--- src/hw/rtl/fcr_pkg.sv ---
// Shared types and constants of the FAT32 cluster chain reader.
package fcr_pkg;

    localparam int unsigned SECTOR_BYTES = 512;
    localparam int unsigned CLUSTER_W = 28;
    localparam int unsigned ADDR_W = 32;
    localparam int unsigned COUNT_W = 10;
    localparam int unsigned OFFSET_W = 9;
    localparam int unsigned CFG_IDX_W = 2;

    localparam logic [CLUSTER_W-1:0] END_MARK = 28'hFFFFFF8;
    localparam logic [ADDR_W-1:0] FIRST_DATA_CLUSTER = 32'd2;
    localparam logic [COUNT_W-1:0] SECTOR_COUNT = 10'(SECTOR_BYTES);

    typedef enum logic {
        OP_START = 1'b0,
        OP_REPLY = 1'b1
    } op_t;

    typedef enum logic [1:0] {
        KIND_DATA = 2'd0,
        KIND_FAT  = 2'd1,
        KIND_DONE = 2'd2
    } kind_t;

    typedef enum logic [CFG_IDX_W-1:0] {
        CFG_RESERVED_COUNT   = 2'd0,
        CFG_FAT_COPIES       = 2'd1,
        CFG_FAT_LENGTH       = 2'd2,
        CFG_CLUSTER_SECTORS  = 2'd3
    } cfg_idx_t;

    typedef struct packed {
        logic [15:0]       reserved_count;
        logic [7:0]        cluster_sectors;
        logic [ADDR_W-1:0] fat_area;
    } geom_t;

    typedef struct packed {
        op_t                  op;
        logic [CLUSTER_W-1:0] cluster;
        logic [ADDR_W-1:0]    file_bytes;
        logic [ADDR_W-1:0]    cluster_offset;
    } item_t;

    typedef struct packed {
        kind_t               kind;
        logic [ADDR_W-1:0]   lba;
        logic [COUNT_W-1:0]  byte_count;
        logic [OFFSET_W-1:0] entry_offset;
        logic                last;
    } result_t;

endpackage

--- src/hw/rtl/fat32_cluster_chain_reader.sv ---
// Top level of the FAT32 cluster chain reader.
// A start transfer loads a file's first cluster and size; each FAT reply transfer supplies
// the next cluster. For every cluster that still holds file bytes the block emits a data
// sector read (first sector of the cluster only) followed by a FAT sector read marked last,
// and when the chain or the file ends it emits a single finished result. Replies that arrive
// while no walk is in progress produce nothing. The block accepts one input transfer per
// cycle while its input stages have room; an item that produces a read pair occupies the
// single result port for both of its reads, and the walk stage takes the next item only
// once that pair's FAT read is being taken. Geometry registers reset to 32 reserved
// sectors, 2 FAT copies, a FAT length of 0 and 8 sectors per cluster, and may be written
// only while the block is idle.
module fat32_cluster_chain_reader (
    input  logic                           aclk,
    input  logic                           aresetn,
    input  logic                           cfg_wr_en,
    input  logic [fcr_pkg::CFG_IDX_W-1:0]  cfg_addr,
    input  logic [fcr_pkg::ADDR_W-1:0]     cfg_wr_data,
    input  logic                           s_valid,
    output logic                           s_ready,
    input  logic                           s_operation,
    input  logic [fcr_pkg::CLUSTER_W-1:0]  s_start_cluster,
    input  logic [fcr_pkg::ADDR_W-1:0]     s_file_bytes,
    input  logic [fcr_pkg::ADDR_W-1:0]     s_fat_word,
    output logic                           m_valid,
    input  logic                           m_ready,
    output logic [1:0]                     m_request_kind,
    output logic [fcr_pkg::ADDR_W-1:0]     m_sector_lba,
    output logic [fcr_pkg::COUNT_W-1:0]    m_byte_count,
    output logic [fcr_pkg::OFFSET_W-1:0]   m_entry_offset,
    output logic                           m_last
);

    fcr_pkg::geom_t   geom;
    fcr_pkg::item_t   item;
    fcr_pkg::result_t result;
    logic             item_valid;
    logic             item_ready;

    fcr_cfg u_cfg (
        .aclk        (aclk),
        .aresetn     (aresetn),
        .cfg_wr_en   (cfg_wr_en),
        .cfg_addr    (cfg_addr),
        .cfg_wr_data (cfg_wr_data),
        .geom        (geom)
    );

    fcr_front u_front (
        .aclk            (aclk),
        .aresetn         (aresetn),
        .s_valid         (s_valid),
        .s_ready         (s_ready),
        .s_operation     (s_operation),
        .s_start_cluster (s_start_cluster),
        .s_file_bytes    (s_file_bytes),
        .s_fat_word      (s_fat_word),
        .cluster_sectors (geom.cluster_sectors),
        .item_valid      (item_valid),
        .item_ready      (item_ready),
        .item            (item)
    );

    fcr_walk u_walk (
        .aclk       (aclk),
        .aresetn    (aresetn),
        .geom       (geom),
        .item_valid (item_valid),
        .item_ready (item_ready),
        .item       (item),
        .m_valid    (m_valid),
        .m_ready    (m_ready),
        .m_result   (result)
    );

    assign m_request_kind = result.kind;
    assign m_sector_lba   = result.lba;
    assign m_byte_count   = result.byte_count;
    assign m_entry_offset = result.entry_offset;
    assign m_last         = result.last;

    // A data read transfer is always followed directly by its FAT read.
    a_data_then_fat: assert property (@(posedge aclk) disable iff (!aresetn)
        (m_valid && m_ready && m_request_kind == fcr_pkg::KIND_DATA)
        |=> (m_valid && m_request_kind == fcr_pkg::KIND_FAT))
        else $error("Data read was not followed by its FAT read.");

    // A data read is never last and carries between one and a full sector of bytes.
    a_data_count: assert property (@(posedge aclk) disable iff (!aresetn)
        (m_valid && m_request_kind == fcr_pkg::KIND_DATA)
        |-> (!m_last && m_byte_count != '0 && m_byte_count <= fcr_pkg::SECTOR_COUNT))
        else $error("Data read has a bad byte count or last flag.");

    // FAT reads and finished results close the output of their item.
    a_last_kinds: assert property (@(posedge aclk) disable iff (!aresetn)
        (m_valid && (m_request_kind == fcr_pkg::KIND_FAT ||
                     m_request_kind == fcr_pkg::KIND_DONE))
        |-> m_last)
        else $error("FAT read or finished result is not marked last.");

endmodule

--- src/hw/rtl/fcr_cfg.sv ---
// Volume geometry registers and the registered size of the FAT area.
module fcr_cfg (
    input  logic                           aclk,
    input  logic                           aresetn,
    input  logic                           cfg_wr_en,
    input  logic [fcr_pkg::CFG_IDX_W-1:0]  cfg_addr,
    input  logic [fcr_pkg::ADDR_W-1:0]     cfg_wr_data,
    output fcr_pkg::geom_t                 geom
);

    logic [15:0]                reserved_reg;
    logic [7:0]                 copies_reg;
    logic [fcr_pkg::ADDR_W-1:0] fat_length_reg;
    logic [7:0]                 cluster_sectors_reg;
    logic [fcr_pkg::ADDR_W-1:0] fat_area_reg;
    logic [fcr_pkg::ADDR_W-1:0] fat_area_next;

    always_ff @(posedge aclk) begin
        if (!aresetn) begin
            reserved_reg        <= 16'd32;
            copies_reg          <= 8'd2;
            fat_length_reg      <= '0;
            cluster_sectors_reg <= 8'd8;
        end else if (cfg_wr_en) begin
            unique case (fcr_pkg::cfg_idx_t'(cfg_addr))
                fcr_pkg::CFG_RESERVED_COUNT:   reserved_reg <= cfg_wr_data[15:0];
                fcr_pkg::CFG_FAT_COPIES:       copies_reg <= cfg_wr_data[7:0];
                fcr_pkg::CFG_FAT_LENGTH:       fat_length_reg <= cfg_wr_data;
                fcr_pkg::CFG_CLUSTER_SECTORS:  cluster_sectors_reg <= cfg_wr_data[7:0];
            endcase
        end
    end

    assign fat_area_next = {24'd0, copies_reg} * fat_length_reg;

    always_ff @(posedge aclk) begin
        fat_area_reg <= fat_area_next;
    end

    assign geom.reserved_count   = reserved_reg;
    assign geom.cluster_sectors  = cluster_sectors_reg;
    assign geom.fat_area         = fat_area_reg;

endmodule

--- src/hw/rtl/fcr_front.sv ---
// Input register and cluster offset product stage of the chain reader.
module fcr_front (
    input  logic                           aclk,
    input  logic                           aresetn,
    input  logic                           s_valid,
    output logic                           s_ready,
    input  logic                           s_operation,
    input  logic [fcr_pkg::CLUSTER_W-1:0]  s_start_cluster,
    input  logic [fcr_pkg::ADDR_W-1:0]     s_file_bytes,
    input  logic [fcr_pkg::ADDR_W-1:0]     s_fat_word,
    input  logic [7:0]                     cluster_sectors,
    output logic                           item_valid,
    input  logic                           item_ready,
    output fcr_pkg::item_t                 item
);

    logic                           s1_valid_reg;
    fcr_pkg::op_t                   s1_op_reg;
    logic [fcr_pkg::CLUSTER_W-1:0]  s1_cluster_reg;
    logic [fcr_pkg::ADDR_W-1:0]     s1_bytes_reg;
    logic                           s2_valid_reg;
    fcr_pkg::item_t                 s2_item_reg;
    fcr_pkg::item_t                 s2_item_next;
    logic [fcr_pkg::ADDR_W-1:0]     rel_cluster;
    logic                           adv1;
    logic                           adv2;

    assign adv2    = !s2_valid_reg || item_ready;
    assign adv1    = !s1_valid_reg || adv2;
    assign s_ready = adv1;

    // Clusters are numbered from two, so the data offset uses the relative cluster.
    assign rel_cluster = {4'd0, s1_cluster_reg} - fcr_pkg::FIRST_DATA_CLUSTER;

    always_comb begin
        s2_item_next.op             = s1_op_reg;
        s2_item_next.cluster        = s1_cluster_reg;
        s2_item_next.file_bytes     = s1_bytes_reg;
        s2_item_next.cluster_offset = rel_cluster * {24'd0, cluster_sectors};
    end

    always_ff @(posedge aclk) begin
        if (!aresetn) begin
            s1_valid_reg <= 1'b0;
            s2_valid_reg <= 1'b0;
        end else begin
            if (adv1) begin
                s1_valid_reg <= s_valid;
            end
            if (adv2) begin
                s2_valid_reg <= s1_valid_reg;
            end
        end
    end

    always_ff @(posedge aclk) begin
        if (adv1 && s_valid) begin
            s1_op_reg      <= fcr_pkg::op_t'(s_operation);
            s1_cluster_reg <= (fcr_pkg::op_t'(s_operation) == fcr_pkg::OP_START) ?
                              s_start_cluster : s_fat_word[fcr_pkg::CLUSTER_W-1:0];
            s1_bytes_reg   <= s_file_bytes;
        end
        if (adv2 && s1_valid_reg) begin
            s2_item_reg <= s2_item_next;
        end
    end

    assign item_valid = s2_valid_reg;
    assign item       = s2_item_reg;

endmodule

--- src/hw/rtl/fcr_walk.sv ---
// Chain walk state, request generation and the two-entry result buffer.
module fcr_walk (
    input  logic              aclk,
    input  logic              aresetn,
    input  fcr_pkg::geom_t    geom,
    input  logic              item_valid,
    output logic              item_ready,
    input  fcr_pkg::item_t    item,
    output logic              m_valid,
    input  logic              m_ready,
    output fcr_pkg::result_t  m_result
);

    logic [fcr_pkg::ADDR_W-1:0]  remaining_reg;
    logic [fcr_pkg::ADDR_W-1:0]  remaining_next;
    logic                        awaiting_reg;
    logic                        awaiting_next;
    logic                        cur_valid_reg;
    logic                        sec_valid_reg;
    fcr_pkg::result_t            cur_reg;
    fcr_pkg::result_t            sec_reg;
    fcr_pkg::result_t            res0;
    fcr_pkg::result_t            res1;
    logic [fcr_pkg::ADDR_W-1:0]  rem_sel;
    logic [fcr_pkg::COUNT_W-1:0] count;
    logic                        ignore;
    logic                        go;
    logic                        out_free;
    logic                        fire;

    assign out_free   = !cur_valid_reg || (m_ready && !sec_valid_reg);
    assign item_ready = out_free;
    assign fire       = item_valid && out_free;

    always_comb begin
        ignore  = (item.op == fcr_pkg::OP_REPLY) && !awaiting_reg;
        rem_sel = (item.op == fcr_pkg::OP_START) ? item.file_bytes : remaining_reg;
        go      = (rem_sel != '0) && (item.cluster < fcr_pkg::END_MARK);
        count   = (rem_sel > {22'd0, fcr_pkg::SECTOR_COUNT}) ?
                  fcr_pkg::SECTOR_COUNT : rem_sel[fcr_pkg::COUNT_W-1:0];

        remaining_next = go ? (rem_sel - {22'd0, count}) : rem_sel;
        awaiting_next  = go;

        res1.kind         = fcr_pkg::KIND_FAT;
        res1.lba          = {16'd0, geom.reserved_count} + {11'd0, item.cluster[27:7]};
        res1.byte_count   = '0;
        res1.entry_offset = {item.cluster[6:0], 2'b00};
        res1.last         = 1'b1;

        if (go) begin
            res0.kind         = fcr_pkg::KIND_DATA;
            res0.lba          = {16'd0, geom.reserved_count} + geom.fat_area +
                                item.cluster_offset;
            res0.byte_count   = count;
            res0.entry_offset = '0;
            res0.last         = 1'b0;
        end else begin
            res0.kind         = fcr_pkg::KIND_DONE;
            res0.lba          = '0;
            res0.byte_count   = '0;
            res0.entry_offset = '0;
            res0.last         = 1'b1;
        end
    end

    always_ff @(posedge aclk) begin
        if (!aresetn) begin
            remaining_reg <= '0;
            awaiting_reg  <= 1'b0;
            cur_valid_reg <= 1'b0;
            sec_valid_reg <= 1'b0;
        end else begin
            if (fire && !ignore) begin
                remaining_reg <= remaining_next;
                awaiting_reg  <= awaiting_next;
                cur_valid_reg <= 1'b1;
                sec_valid_reg <= go;
            end else if (cur_valid_reg && m_ready) begin
                cur_valid_reg <= sec_valid_reg;
                sec_valid_reg <= 1'b0;
            end
        end
    end

    always_ff @(posedge aclk) begin
        if (fire && !ignore) begin
            cur_reg <= res0;
            sec_reg <= res1;
        end else if (cur_valid_reg && m_ready) begin
            cur_reg <= sec_reg;
        end
    end

    assign m_valid  = cur_valid_reg;
    assign m_result = cur_reg;

endmodule
--- config.mk ---
export PLATFORM = sky130hd
export DESIGN_NAME = fat32_cluster_chain_reader
export DESIGN_NICKNAME = d
export VERILOG_FILES = /design/src/hw/rtl/fcr_pkg.sv /design/src/hw/rtl/fat32_cluster_chain_reader.sv /design/src/hw/rtl/fcr_cfg.sv /design/src/hw/rtl/fcr_front.sv /design/src/hw/rtl/fcr_walk.sv
export SDC_FILE = /design/constraint.sdc
export NUM_CORES = 2
export LEC_CHECK = 0
export BUFFER_PORTS_ARGS = -buffer_cell sky130_fd_sc_hd__buf_2
export CORE_ASPECT_RATIO = 0.6
export CORE_MARGIN = 2
export CORE_UTILIZATION = 47
export CTS_CLUSTER_DIAMETER = 80
export CTS_CLUSTER_SIZE = 24
export DETAILED_ROUTE_END_ITERATION = 12
export PLACE_DENSITY_LB_ADDON = 0.12
export SLEW_MARGIN = 20
export SYNTH_ARGS = -nofsm -noshare
export SYNTH_HDL_FRONTEND = slang
export SYNTH_SLANG_ARGS = --single-unit
--- constraint.sdc ---
create_clock -name aclk -period 8.1 [get_ports aclk]
set_input_delay 0.405 -clock aclk [delete_from_list [all_inputs] [get_ports aclk]]
set_output_delay 0.405 -clock aclk [all_outputs]
set_load 0.02 [all_outputs]
==> metrics.md <==
| Metric | Value |
|---|---|
| Status | `finished, final reports clean` |
| Synthesized area | `29640 um2` |
| Initial antenna violation count | `2` |
| Crit Path Max Fanout | `7` |
| CTS clk-pin slew, worst paths | `100 ps` |
| Max reg flops | `93` |
| Vias per std cell | `5.391` |
| Most used cells in the layout excluding fill and tap cells | `nand2_1, fa_1, inv_1, edfxtp_1, buf_2` |
| Average wire per standard cell | `18.79 um` |
| All-Layer GR Usage | `0.2339` |
| Hold Vio Cnt, Final | `0` |
| Async S/R FF share, synth | `0` |
| Clk_lat worst skew | `580 ps` |
| I/O pin count | `188` |
| Setup crit start kind | `register` |
| CTS tree | `yes` |
| Routability cong. | `0.9036` |
| Total grt overflow | `0` |
| Fraction of layout cells with a size suffix above 1 | `0.1026` |
| Post-DP HPWL | `56910 um` |
| Top post-synthesis cells by area | `edfxtp_1, fa_1, dfxtp_1` |
| Sequential-to-total area share from yosys stat | `0.3279` |
| Crit-path cells | `nor4_2 -> nand3_2 -> or4_1 -> xor2_1 -> buf_4 -> nor2b_1 -> fa_1 -> fa_1 -> fa_1 -> fa_1 -> ha_1 -> a21oi_1 -> o21bai_1 -> nor4b_1 -> o21ai_0 -> a31o_2 -> a31oi_1 -> nor3_1 -> a2111oi_0 -> xnor2_1` |
| Number of synthesized flops with an enable pin | `235` |
| Kind of critical path | `reg -> reg` |
| Nets@finish | `3707` |
| Worst setup EP type | `register` |
| Peak supply drop | `0.0001364 V` |
| CP max-delay cell | `fa_1` |
| Area leader, netlist | `edfxtp_1` |
| Pin count of the biggest net entering global routing | `76` |
| Commonest non-fill, non-tap cell in the layout | `nand2_1` |
| Post-route ant nets | `0` |
| Site Rows | `71` |
| CTS Buffer Depth | `3` |
| Chip height | `198.5 um` |
| Die area | `65160 um2` |
| Ys Warns | `0` |
| Post-synth top flop | `edfxtp_1` |
| Drt first pass iters | `5` |
| Fmax | `137.0 MHz` |
| First-pass GRT wire length | `120400 um` |
| Yosys cell types | `84` |
| Starting Density | `0.4740` |
| Final setup viols | `0` |
| Max-cap viol count | `0` |
| Most used cell, CP | `fa_1` |
| Final WL | `74390 um` |
| CTS Buf Count | `23` |
| Post-Syn Instances | `2960` |
| Final instance area | `32490 um2` |
| Relative slew slack | `0.2198` |
| Via count of the first global-routing pass | `21450` |
| Lkg Pwr | `13.49 nW` |
| Final Skew | `32.28 ps` |
| TritonCTS Sinks | `368` |
| RSZ-0062 raised after global routing | `false` |
| Worst Path Buf+Inv | `1` |
| Crit path required time | `8400 ps` |
| Crit path max-delay family | `adder cells` |
| DR vias | `21340` |
| Area Growth Syn to Fin | `9.620%` |
| Hold Crit Class | `in -> reg` |
| H-tree depth | `1` |
| Fin. max-slew vios | `0` |
| Max incr delay on CP | `560 ps` |
| DP Area | `31350 um2` |
| Root Driver | `clkbuf_16` |
| Tcrit/Tclk final | `0.9014` |
| Post-CTS Setup Bufs | `0` |
| Critical Path AT | `7610 ps` |
| Placeable core region | `62540 um2` |
| Number of DRC markers in iteration 0 | `1639` |
| Setup TNS | `0 ps` |
| Clock period minus worst slack | `7301 ps` |
| PwrDens | `141.4 nW/um2` |
| Slew at the pin closest to its max-slew limit | `1160 ps` |
| Synth Area per Inst | `10.01 um2` |
| Die extent in x | `328.2 um` |
| Top-area cell type share of the netlist area | `0.2381` |
| Flops & latches, synth | `368` |
| Number of I/O port buffers | `181` |
| DRC violations left | `0` |
-- logic make-up after synthesis --
logic type,after synthesis,share of synthesized area
xor+xnor,148,0.04373
other cells,2,0.0002534
compound gates,418,0.08890
fa+ha+maj,473,0.2832
mux,68,0.02444
simple gates,1038,0.1737
buf+inv,445,0.05787
flops,368,0.3279
-- worst paths after layout --
check,startpoint,cells past startpoint,end,slack [ps]
max,u_front.s1_cluster_reg[8]$_DFFE_PP_,20,u_front.item[29]$_DFFE_PP_,800
min,s_file_bytes[1],1,u_front.s1_bytes_reg[1]$_DFFE_PP_,50
max reg2reg,u_front.s1_cluster_reg[8]$_DFFE_PP_,20,u_front.item[29]$_DFFE_PP_,800
min reg2reg,u_front.s1_bytes_reg[14]$_DFFE_PP_,0,u_front.item[46]$_DFFE_PP_,420
-- cells in the mapped netlist (32+ instances only) --
master and count:
xnor2_1 96, ha_1 143, a21oi_1 152, nand3_1 43, mux2_2 32, nand2_1 393, mux2i_1 35, fa_1 330
nor2_1 135, dfxtp_1 133, inv_1 317, o21ai_0 79, nor2b_1 149, edfxtp_1 235, nand2b_1 41, nor3_1 50
clkbuf_1 97, and2_1 140, xor2_1 52
-- through the flow --
stage / util / worst slack [ps] / hold WS, ps / total power [mW] / std cells
after global placement: 0.5012 / 832.7 / 402.4 / 3.282 / 3884
final: 0.5195 / 798.7 / 46.58 / 4.595 / 3959
after detailed placement: 0.5012 / 591.3 / 404.5 / 3.303 / 3884
after CTS: 0.5186 / 499.7 / 0.3397 / 4.633 / 3957
after floorplan: - / 1563 / 400.3 / 2.986 / 2961
after global routing: 0.5195 / 217.9 / 5.083 / 4.850 / 3959
-- layer usage --
| layer | wire length (um) | GRT usage | vias up | part of all wire |
|---|---|---|---|---|
| li1 | - | - | 10030 | - |
| met1 | 36840 | 0.3679 | 10660 | 0.50 |
| met2 | 32010 | 0.3498 | 599 | 0.43 |
| met3 | 4503 | 0.02972 | 56 | 0.061 |
| met4 | 1024 | 0.03467 | 0 | 0.014 |
| met5 | 0 | 0 | - | 0 |
-- power by group --
part	total [mW]	switching [mW]	internal [mW]	leakage [nW]
Clock	1.31	0.727	0.584	0.373
Combinational	1.08	0.636	0.444	9.79
Sequential	2.20	0.0891	2.11	3.32
Total	4.59	1.45	3.14	13.5
-- layout make-up --
type | instances | area (um2)
timing repair buffer | 243 | 1469
sequential | 368 | 9723
multi-input combinational | 2148 | 18280
tap | 839 | 1050
inverter | 318 | 1194
clock inverter | 10 | 168.9
fill | 5718 | 30050
clock buffer | 32 | 609.3
antenna | 1 | 2.502
-- what timing repair did --
item | CTS | global route
hold endpoints to repair | 31 | 0
resized for setup | 0 | 3
setup endpoints to repair | 0 | 1
hold buffers | 31 | 0
No activity file was read; power rests on OpenSTA's default activity.
